### config.mk
export PLATFORM = sky130hd
export DESIGN_NAME = deque_with_index_from_end
export DESIGN_NICKNAME = d
export VERILOG_FILES = /design/src/rtl/dqe_pkg.sv /design/src/rtl/dqe_ram.sv /design/src/rtl/dqe_fifo.sv /design/src/rtl/dqe_front.sv /design/src/rtl/dqe_back.sv /design/src/rtl/deque_with_index_from_end.sv
export SDC_FILE = /design/constraint.sdc
export NUM_CORES = 2
export LEC_CHECK = 0
export ABC_AREA = 0
export ABC_CLOCK_PERIOD_IN_PS = 7000
export BUFFER_PORTS_ARGS = -buffer_cell sky130_fd_sc_hd__clkbuf_2
export CORE_MARGIN = 2
export CORE_UTILIZATION = 42
export DETAILED_ROUTE_END_ITERATION = 6
export PLACE_DENSITY = 0.57
export RECOVER_POWER = 100
export SETUP_SLACK_MARGIN = 0.15
export SLEW_MARGIN = 20
export SYNTH_ARGS = -nofsm -noshare
export SYNTH_HDL_FRONTEND = slang
export SYNTH_SLANG_ARGS = --single-unit
export TNS_END_PERCENT = 1
### constraint.sdc
create_clock -name clock -period 7 [get_ports clock]
set_input_delay 1.4 -clock clock [delete_from_list [all_inputs] [get_ports clock]]
set_output_delay 1.4 -clock clock [all_outputs]
set_load 0.01 [all_outputs]
### src/rtl/dqe_pkg.sv
// ----------------------------------------------------------------------------
// dqe_pkg
// Shared types and codes for the double-ended score queue.
// ----------------------------------------------------------------------------
package dqe_pkg;

   localparam int FILL_W = 7;
   localparam int POS_W  = 7;
   localparam int VAL_W  = 32;

   // request mode codes
   localparam logic [2:0] MODE_PUSH_HEAD = 3'd0;
   localparam logic [2:0] MODE_PUSH_TAIL = 3'd1;
   localparam logic [2:0] MODE_POP_HEAD  = 3'd2;
   localparam logic [2:0] MODE_POP_TAIL  = 3'd3;
   localparam logic [2:0] MODE_READ_END  = 3'd4;

   // response status codes
   localparam logic [1:0] ST_OK    = 2'd0;
   localparam logic [1:0] ST_FULL  = 2'd1;
   localparam logic [1:0] ST_EMPTY = 2'd2;
   localparam logic [1:0] ST_RANGE = 2'd3;

   typedef enum logic [2:0] {
      OP_PUSH_HEAD = 3'd0,
      OP_PUSH_TAIL = 3'd1,
      OP_POP_HEAD  = 3'd2,
      OP_POP_TAIL  = 3'd3,
      OP_READ_END  = 3'd4,
      OP_NOP       = 3'd5
   } op_type;

   typedef struct packed {
      logic [2:0]              mode;
      logic signed [VAL_W-1:0] value;
      logic [POS_W-1:0]        position;
   } req_type;

   typedef struct packed {
      logic [1:0]              status;
      logic signed [VAL_W-1:0] read_value;
      logic [FILL_W-1:0]       fill_count;
   } rsp_type;

   typedef struct packed {
      op_type                  op;
      logic signed [VAL_W-1:0] value;
      logic [POS_W-1:0]        position;
   } cmd_type;

   typedef enum logic [1:0] {
      S_IDLE = 2'b01,
      S_READ = 2'b10
   } state_type;

endpackage

### src/rtl/dqe_ram.sv
// ----------------------------------------------------------------------------
// dqe_ram
// Simple dual-port RAM, one write and one registered read port.
// ----------------------------------------------------------------------------
module dqe_ram #(
   parameter int WIDTH = 32,
   parameter int DEPTH = 64
) (
   input  logic                     clock,
   input  logic                     wr_en,
   input  logic [$clog2(DEPTH)-1:0] wr_addr,
   input  logic [WIDTH-1:0]         wr_data,
   input  logic                     rd_en,
   input  logic [$clog2(DEPTH)-1:0] rd_addr,
   output logic [WIDTH-1:0]         rd_data
);

   logic [WIDTH-1:0] mem_ff [DEPTH];
   logic [WIDTH-1:0] rd_data_ff;

   always_ff @(posedge clock) begin
      if (wr_en) begin
         mem_ff[wr_addr] <= wr_data;
      end
      if (rd_en) begin
         rd_data_ff <= mem_ff[rd_addr];
      end
   end

   assign rd_data = rd_data_ff;

endmodule

### src/rtl/dqe_fifo.sv
// ----------------------------------------------------------------------------
// dqe_fifo
// Small register FIFO with full/empty flags, show-ahead output.
// ----------------------------------------------------------------------------
module dqe_fifo #(
   parameter int WIDTH = 8,
   parameter int LOG2_DEPTH = 1
) (
   input  logic             clock,
   input  logic             reset,
   input  logic             push,
   input  logic [WIDTH-1:0] push_data,
   output logic             full,
   input  logic             pop,
   output logic [WIDTH-1:0] pop_data,
   output logic             empty
);

   localparam int ENTRIES = 2 ** LOG2_DEPTH;

   logic [WIDTH-1:0]      mem_ff [ENTRIES];
   logic [LOG2_DEPTH-1:0] wptr_ff, wptr_in;
   logic [LOG2_DEPTH-1:0] rptr_ff, rptr_in;
   logic [LOG2_DEPTH:0]   count_ff, count_in;
   logic                  do_push, do_pop;

   assign full     = (count_ff == (LOG2_DEPTH+1)'(ENTRIES));
   assign empty    = (count_ff == '0);
   assign do_push  = push && !full;
   assign do_pop   = pop && !empty;
   assign pop_data = mem_ff[rptr_ff];

   always_comb begin
      wptr_in  = wptr_ff;
      rptr_in  = rptr_ff;
      count_in = count_ff;
      if (do_push) begin
         wptr_in = wptr_ff + 1'b1;
      end
      if (do_pop) begin
         rptr_in = rptr_ff + 1'b1;
      end
      if (do_push && !do_pop) begin
         count_in = count_ff + 1'b1;
      end else if (do_pop && !do_push) begin
         count_in = count_ff - 1'b1;
      end
   end

   always_ff @(posedge clock) begin
      if (reset) begin
         wptr_ff  <= '0;
         rptr_ff  <= '0;
         count_ff <= '0;
      end else begin
         wptr_ff  <= wptr_in;
         rptr_ff  <= rptr_in;
         count_ff <= count_in;
      end
   end

   always_ff @(posedge clock) begin
      if (do_push) begin
         mem_ff[wptr_ff] <= push_data;
      end
   end

endmodule

### src/rtl/dqe_front.sv
// ----------------------------------------------------------------------------
// dqe_front
// Accepts requests, decodes the mode and queues commands for the back end.
// ----------------------------------------------------------------------------
module dqe_front
   import dqe_pkg::*;
(
   input  logic    clock,
   input  logic    reset,
   input  logic    req_push,
   input  req_type req_data,
   output logic    req_full,
   output logic    cmd_valid,
   output cmd_type cmd_data,
   input  logic    cmd_take
);

   cmd_type                cmd_dec;
   logic [$bits(cmd_type)-1:0] cmd_raw;
   logic                   cmd_empty;

   always_comb begin
      cmd_dec.value    = req_data.value;
      cmd_dec.position = req_data.position;
      case (req_data.mode)
         MODE_PUSH_HEAD: cmd_dec.op = OP_PUSH_HEAD;
         MODE_PUSH_TAIL: cmd_dec.op = OP_PUSH_TAIL;
         MODE_POP_HEAD:  cmd_dec.op = OP_POP_HEAD;
         MODE_POP_TAIL:  cmd_dec.op = OP_POP_TAIL;
         MODE_READ_END:  cmd_dec.op = OP_READ_END;
         default:        cmd_dec.op = OP_NOP;
      endcase
   end

   dqe_fifo #(
      .WIDTH      ($bits(cmd_type)),
      .LOG2_DEPTH (1)
   ) u_cmd_fifo (
      .clock     (clock),
      .reset     (reset),
      .push      (req_push),
      .push_data (cmd_dec),
      .full      (req_full),
      .pop       (cmd_take),
      .pop_data  (cmd_raw),
      .empty     (cmd_empty)
   );

   assign cmd_data  = cmd_type'(cmd_raw);
   assign cmd_valid = !cmd_empty;

endmodule

### src/rtl/dqe_back.sv
// ----------------------------------------------------------------------------
// dqe_back
// Executes deque commands on the ring store and queues the responses.
// ----------------------------------------------------------------------------
module dqe_back
   import dqe_pkg::*;
#(
   parameter int DEPTH = 64
) (
   input  logic    clock,
   input  logic    reset,
   input  logic    cmd_valid,
   input  cmd_type cmd_data,
   output logic    cmd_take,
   output logic    rsp_empty,
   input  logic    rsp_pop,
   output rsp_type rsp_data
);

   localparam int AW   = $clog2(DEPTH);
   localparam int CW   = $clog2(DEPTH + 1);
   localparam int SUMW = (AW + 1 > POS_W) ? AW + 1 : POS_W;

   state_type       state_ff, state_in;
   logic [AW-1:0]   head_ff, head_in;
   logic [CW-1:0]   count_ff, count_in;

   logic            rsp_push, rsp_full;
   rsp_type         rsp_new;
   logic [$bits(rsp_type)-1:0] rsp_raw;

   logic            ram_we, ram_re;
   logic [AW-1:0]   ram_waddr, ram_raddr;
   logic [VAL_W-1:0] ram_rdata;

   logic            is_full, is_empty, pos_bad;
   logic [AW-1:0]   head_dec, head_inc, tail_next;
   logic [SUMW-1:0] tail_sum, read_sum;
   logic [AW-1:0]   read_slot;

   assign is_full  = (count_ff == CW'(DEPTH));
   assign is_empty = (count_ff == '0);
   assign pos_bad  = (cmd_data.position == '0) ||
                     (SUMW'(cmd_data.position) > SUMW'(count_ff));

   assign head_dec = (head_ff == '0) ? AW'(DEPTH - 1) : head_ff - 1'b1;
   assign head_inc = (head_ff == AW'(DEPTH - 1)) ? '0 : head_ff + 1'b1;

   assign tail_sum  = SUMW'(head_ff) + SUMW'(count_ff);
   assign tail_next = (tail_sum >= SUMW'(DEPTH)) ? AW'(tail_sum - SUMW'(DEPTH))
                                                 : AW'(tail_sum);
   // pos lies in 1..count here, so the sum stays below twice the depth
   assign read_sum  = tail_sum - SUMW'(cmd_data.position);
   assign read_slot = (read_sum >= SUMW'(DEPTH)) ? AW'(read_sum - SUMW'(DEPTH))
                                                 : AW'(read_sum);

   always_comb begin
      state_in   = state_ff;
      head_in    = head_ff;
      count_in   = count_ff;
      cmd_take   = 1'b0;
      rsp_push   = 1'b0;
      rsp_new    = '{status: ST_OK, read_value: '0, fill_count: FILL_W'(count_ff)};
      ram_we     = 1'b0;
      ram_waddr  = tail_next;
      ram_re     = 1'b0;
      ram_raddr  = read_slot;
      case (state_ff)
         S_IDLE: begin
            if (cmd_valid && !rsp_full) begin
               cmd_take = 1'b1;
               rsp_push = 1'b1;
               case (cmd_data.op)
                  OP_PUSH_HEAD: begin
                     if (is_full) begin
                        rsp_new.status = ST_FULL;
                     end else begin
                        ram_we    = 1'b1;
                        ram_waddr = head_dec;
                        head_in   = head_dec;
                        count_in  = count_ff + 1'b1;
                     end
                  end
                  OP_PUSH_TAIL: begin
                     if (is_full) begin
                        rsp_new.status = ST_FULL;
                     end else begin
                        ram_we   = 1'b1;
                        count_in = count_ff + 1'b1;
                     end
                  end
                  OP_POP_HEAD: begin
                     if (is_empty) begin
                        rsp_new.status = ST_EMPTY;
                     end else begin
                        head_in  = head_inc;
                        count_in = count_ff - 1'b1;
                     end
                  end
                  OP_POP_TAIL: begin
                     if (is_empty) begin
                        rsp_new.status = ST_EMPTY;
                     end else begin
                        count_in = count_ff - 1'b1;
                     end
                  end
                  OP_READ_END: begin
                     if (pos_bad) begin
                        rsp_new.status = ST_RANGE;
                     end else begin
                        // response waits for the registered RAM read and is pushed from S_READ
                        rsp_push = 1'b0;
                        ram_re   = 1'b1;
                        state_in = S_READ;
                     end
                  end
                  default: begin
                  end
               endcase
               rsp_new.fill_count = FILL_W'(count_in);
            end
         end
         S_READ: begin
            rsp_push           = 1'b1;
            rsp_new.read_value = ram_rdata;
            state_in           = S_IDLE;
         end
         default: begin
            state_in = S_IDLE;
         end
      endcase
   end

   always_ff @(posedge clock) begin
      if (reset) begin
         state_ff <= S_IDLE;
         head_ff  <= '0;
         count_ff <= '0;
      end else begin
         state_ff <= state_in;
         head_ff  <= head_in;
         count_ff <= count_in;
      end
   end

   dqe_ram #(
      .WIDTH (VAL_W),
      .DEPTH (DEPTH)
   ) u_store (
      .clock   (clock),
      .wr_en   (ram_we),
      .wr_addr (ram_waddr),
      .wr_data (cmd_data.value),
      .rd_en   (ram_re),
      .rd_addr (ram_raddr),
      .rd_data (ram_rdata)
   );

   dqe_fifo #(
      .WIDTH      ($bits(rsp_type)),
      .LOG2_DEPTH (1)
   ) u_rsp_fifo (
      .clock     (clock),
      .reset     (reset),
      .push      (rsp_push),
      .push_data (rsp_new),
      .full      (rsp_full),
      .pop       (rsp_pop),
      .pop_data  (rsp_raw),
      .empty     (rsp_empty)
   );

   assign rsp_data = rsp_type'(rsp_raw);

endmodule

### src/rtl/deque_with_index_from_end.sv
// ----------------------------------------------------------------------------
// deque_with_index_from_end
// Double-ended queue of signed 32-bit scores in a DEPTH-entry ring store.
// ----------------------------------------------------------------------------
// Usage:
//   Request side looks like a FIFO write port: drive req_data and raise
//   req_push; the request is taken on a clock edge where req_full is low.
//   req_data.mode picks push head, push tail, pop head, pop tail or read
//   at a position counted from the tail (1 = tail).
//   Every request gives exactly one response, in order, on rsp_data while
//   rsp_empty is low; raise rsp_pop to take it.
//   Path: a taken request waits in the command queue, is executed and
//   its response is written to the response queue; a successful read
//   also passes through the registered read port and the S_READ state.
//   Throughput: one request per cycle while the response queue has room,
//   except a successful read, which holds the executor in S_READ because
//   the ring store has a registered read port.
//   Two-entry command and response queues decouple the sides; if the
//   response consumer stalls, up to two responses and two commands are
//   buffered before req_full rises.
//   Reset (synchronous, active high) empties both queues and the deque;
//   the ring store itself is not cleared, no clearing pass is needed.
// ----------------------------------------------------------------------------
module deque_with_index_from_end
   import dqe_pkg::*;
#(
   parameter int DEPTH = 64
) (
   input  logic    clock,
   input  logic    reset,
   input  logic    req_push,
   input  req_type req_data,
   output logic    req_full,
   output logic    rsp_empty,
   input  logic    rsp_pop,
   output rsp_type rsp_data
);

   // decoded command channel between front and back end
   logic    cmd_valid;
   cmd_type cmd_data;
   logic    cmd_take;

   // front end: decode the mode, buffer commands
   dqe_front u_front (
      .clock     (clock),
      .reset     (reset),
      .req_push  (req_push),
      .req_data  (req_data),
      .req_full  (req_full),
      .cmd_valid (cmd_valid),
      .cmd_data  (cmd_data),
      .cmd_take  (cmd_take)
   );

   // back end: head/count state, ring store, response queue
   dqe_back #(
      .DEPTH (DEPTH)
   ) u_back (
      .clock     (clock),
      .reset     (reset),
      .cmd_valid (cmd_valid),
      .cmd_data  (cmd_data),
      .cmd_take  (cmd_take),
      .rsp_empty (rsp_empty),
      .rsp_pop   (rsp_pop),
      .rsp_data  (rsp_data)
   );

   // a rejected push only happens on a full deque
   a_full_status : assert property (@(posedge clock) disable iff (reset)
      (!rsp_empty && rsp_data.status == ST_FULL) |->
         rsp_data.fill_count == FILL_W'(DEPTH))
      else $error("full status with count below depth");

   // a rejected pop only happens on an empty deque
   a_empty_status : assert property (@(posedge clock) disable iff (reset)
      (!rsp_empty && rsp_data.status == ST_EMPTY) |-> rsp_data.fill_count == '0)
      else $error("empty status with nonzero count");

   // only a successful read returns data
   a_value_zero : assert property (@(posedge clock) disable iff (reset)
      (!rsp_empty && rsp_data.status != ST_OK) |-> rsp_data.read_value == '0)
      else $error("read value on failed request");

   // the reported count never goes past the ring size
   a_fill_bound : assert property (@(posedge clock) disable iff (reset)
      !rsp_empty |-> rsp_data.fill_count <= FILL_W'(DEPTH))
      else $error("fill count above depth");

endmodule

==> results.ini <==
[worst_setup_path]
path_delay_family=simple AND/OR/NAND/NOR gates
worst_setup_path_start_kind=register
crit_path_cell_trace=mux2i_1 -> nand4_1 -> nor2_4 -> mux2_1 -> nand3_1 -> nor2_1 -> clkbuf_2
reg2reg_depth=7
critPathRequiredTime_ns=7.47
rr_endpoint=u_back.u_store.mem_ff[48][7]
crit_arrival_ns=6.91
crit_path_max_fanout=22
cp-end-kind=register
crit_slowest_cell=nor2_1
r2r_slack_ns=0.55
critPathKind=register to register
slowest_delay_ns=1.77
critPathBufInv=1

[final_layout]
fin_cells=7524
drive_gt1_share_pct=23.0
area_growth_pct=13.2
nFillCells=17200
nets=4593

[synthesis]
syn_nets=4324
yosys_warnings=0
synth_seq_area_share_pct=77.1
synthFlopType=edfxtp_1
synth_cell_types=78
synth_edf_count=2246
synth_cells=4249
synth_seq_cells=2271
syn_area_um2=88100
ys_async_sr_fraction_pct=0
syn_avg_cell_area_um2=20.7

[sta]
relSlewSlack_pct=-150
fin_skew_ns=0.0379
layout_min_cycle_time_ns=6.45
period_share_pct=92.1
slew_violations=3075
tightest_slew_ns=3.75
setup_viol=0
fmax_ghz=0.155
fin_setup_tns_ns=0
hold_viol=0
rsz0062_at_grt=no

[power_and_ir_drop]
ir_drop_mv=0.621
seqPwrFrac_pct=34.6
p_comb_share_pct=41.7
power_frac_clock_pct=23.7
power.density_nw_per_um2=493
switching_share_pct=37.6
power_switching_mw=18.5
power.internal_mw=30.7
p_leak_nw=31.4

[detailed_routing]
vias=43700
post_drt_via_cell_ratio=5.81
wl_per_cell_um=31.5
initialDrtViolationCount=5237
dr.pass1.iters=5
wl_met1_um=98100
ant_nets=0
drt_wl_total_um=237000
wl_met3_um=16900
drc=0
dr_wl_met2_um=114000
dr.max_layer_used=met4

[floorplan]
fp.dieH_um=462
rows=168
coreArea_um2=209000
dieArea_um2=214000
num_io_pins=89
fp.dieW_um=462
start_util_pct=42.1

[hold_path]
hold_depth=2
hold_path.class=register to register
hold_end=u_front.u_cmd_fifo.count_ff[1]
min_from=u_front.u_cmd_fifo.count_ff[1]

[clock_network]
ctsResizeCount=0
cts_buffers=224
cts_tree=yes
clock_latency_ns=0.88
cts.htree.levels=4
cts_setup_buffers=0
cts_hold_buf=0
cts_sinks=2271
cts_buffer_depth=3
clk_pin_slew_ns=0.06
cts_root_buf=clkbuf_16

[outcome]
status=finished, violations left
violations=max-capacitance violations, max-slew violations

[grt]
grt_pass1_wl_um=334000
grt_use_total_pct=22.2
grt_pass1_vias=43800
grt_max_degree=112
overflow=0
antenna_found_initial=19

[place]
portBuffers=88
dp_hpwl_um=134000
place_inst=7095
gp_congestion=0.826

[flow_run]
cap_violations=77

state kept, by name (all words and copies together) (netlist names), named ones only:
| signal | flops |
|---|---|
| u_back.count_ff | 7 |
| u_back.head_ff | 6 |
| u_back.state_ff | 2 |
| u_back.u_rsp_fifo.count_ff | 2 |
| u_back.u_rsp_fifo.mem_ff | 82 |
| u_back.u_rsp_fifo.rptr_ff | 1 |
| u_back.u_rsp_fifo.wptr_ff | 1 |
| u_back.u_store.mem_ff | 2048 |
| u_back.u_store.rd_data | 32 |
| u_front.u_cmd_fifo.count_ff | 2 |
| u_front.u_cmd_fifo.mem_ff | 84 |
| u_front.u_cmd_fifo.rptr_ff | 1 |
| u_front.u_cmd_fifo.wptr_ff | 1 |
synth_stat cells, types with 9 or more instances:
cell type / number / area, µm²
edfxtp_1: 2246 / 67400
mux4_2: 512 / 11500
nand2_1: 338 / 1270
nor2_1: 278 / 1040
clkbuf_1: 108 / 405
mux2i_1: 104 / 1040
mux2_2: 78 / 878
buf_2: 66 / 330
a32oi_1: 64 / 561
o221ai_1: 64 / 561
and2_1: 37 / 231
buf_1: 34 / 128
inv_1: 34 / 128
ha_1: 27 / 338
dfxtp_1: 25 / 500
o21ai_0: 23 / 115
a21oi_1: 20 / 100
nand3_1: 14 / 70.1
nor2b_1: 10 / 62.6
or3_1: 10 / 62.6
nor3_1: 9 / 45.0
o21ai_1: 9 / 45.0
cells in the final DEF, fill, tap and decap left out, types with 8 or more instances in the layout:
master / instances
a21oi_1: 20
a32oi_1: 64
and2_0: 32
and3_1: 8
buf_12: 21
buf_4: 52
bufinv_16: 15
clkbuf_1: 172
clkbuf_16: 226
clkbuf_2: 65
clkinv_1: 65
clkinv_2: 38
dfxtp_1: 25
edfxtp_1: 2246
ha_1: 26
inv_1: 34
mux2_1: 27
mux2_2: 54
mux2i_1: 107
mux4_2: 512
nand2_1: 338
nand3_1: 21
nor2_1: 237
nor2_2: 15
nor2_4: 28
nor2b_1: 10
nor3_1: 9
nor4_1: 8
o21ai_0: 24
o221ai_1: 64
or3_1: 10
final cells by class:
| type | instances | area, µm² | area share, % |
|---|---|---|---|
| Sequential cell | 2271 | 67900 | 68.1 |
| Antenna cell | 4 | 10.0 | 0.0100 |
| Multi-Input combinational cell | 1729 | 19400 | 19.5 |
| Tap cell | 2805 | 3510 | 3.52 |
| Timing Repair Buffer | 257 | 1660 | 1.66 |
| Clock inverter | 139 | 1210 | 1.21 |
| Clock buffer | 284 | 5880 | 5.90 |
| Inverter | 35 | 131 | 0.132 |
per-stage QoR:
stage	setup slack [ns]	instance area, µm²	power (mW)	hold WS [ns]	util, %
3_3_place_gp	0.945	93300	37.8	0.482	44.6
6_report	0.555	99800	49.2	0.509	47.7
5_1_grt	0.375	99800	51.1	0.528	47.7
3_5_place_dp	0.997	93400	38.0	0.497	44.6
4_1_cts	0.972	100000	49.6	0.513	48.0
2_1_floorplan	1.25	88100	29.4	0.467	-
cell families (layout without fill, tap and decap cells):
kind of cell	count (synthesis)	count (layout)	synth area share, %
flip-flops	2271	2271	77.1
buffers and inverters	249	715	1.21
XOR/XNOR	14	14	0.148
multiplexers	700	700	15.4
adder cells (fa/ha/maj)	29	29	0.429
other	0	4	0
AO/OA/AOI/OAI	240	240	2.16
AND/OR/NAND/NOR	746	746	3.62
layer usage:
layer	global-route usage (%)	vias up
met5	0	-
met4	7.39	0
met3	3.46	337
li1	-	18000
met2	35.9	1724
met1	31.0	23700
how the worst max path moves through the flow:
stage | from | endpoint | slack, ns | depth (start not counted)
floorplan | register | u_back.u_store.rd_data[0] | 1.25 | 12
global placement | u_back.count_ff[0] | u_back.u_store.rd_data[0] | 0.94 | 12
detailed placement | register | u_back.u_store.rd_data[7] | 1.0 | 11
CTS | u_back.count_ff[0] | u_back.u_store.rd_data[0] | 0.97 | 12
global route | register | u_back.u_store.mem_ff[48][7] | 0.38 | 7
finish | register | u_back.u_store.mem_ff[48][7] | 0.55 | 7
tightest hold or removal path: cells and delay by family (launching register included):
family | cells | cell delay, ns
AO/OA/AOI/OAI | 2 | 0.14
flip-flops | 1 | 0.33
power groups by stage:
stage / Clock (mW) / Sequential (mW) / Combinational, mW
after global routing: 12.3 / 17.1 / 21.7
after detailed placement: 0 / 17.1 / 20.9
final: 11.6 / 17.0 / 20.5
after floorplan: 0 / 17.0 / 12.4
after CTS: 11.8 / 16.8 / 21.0
after global placement: 0 / 17.1 / 20.7
Power figures use the tool's default switching activity.
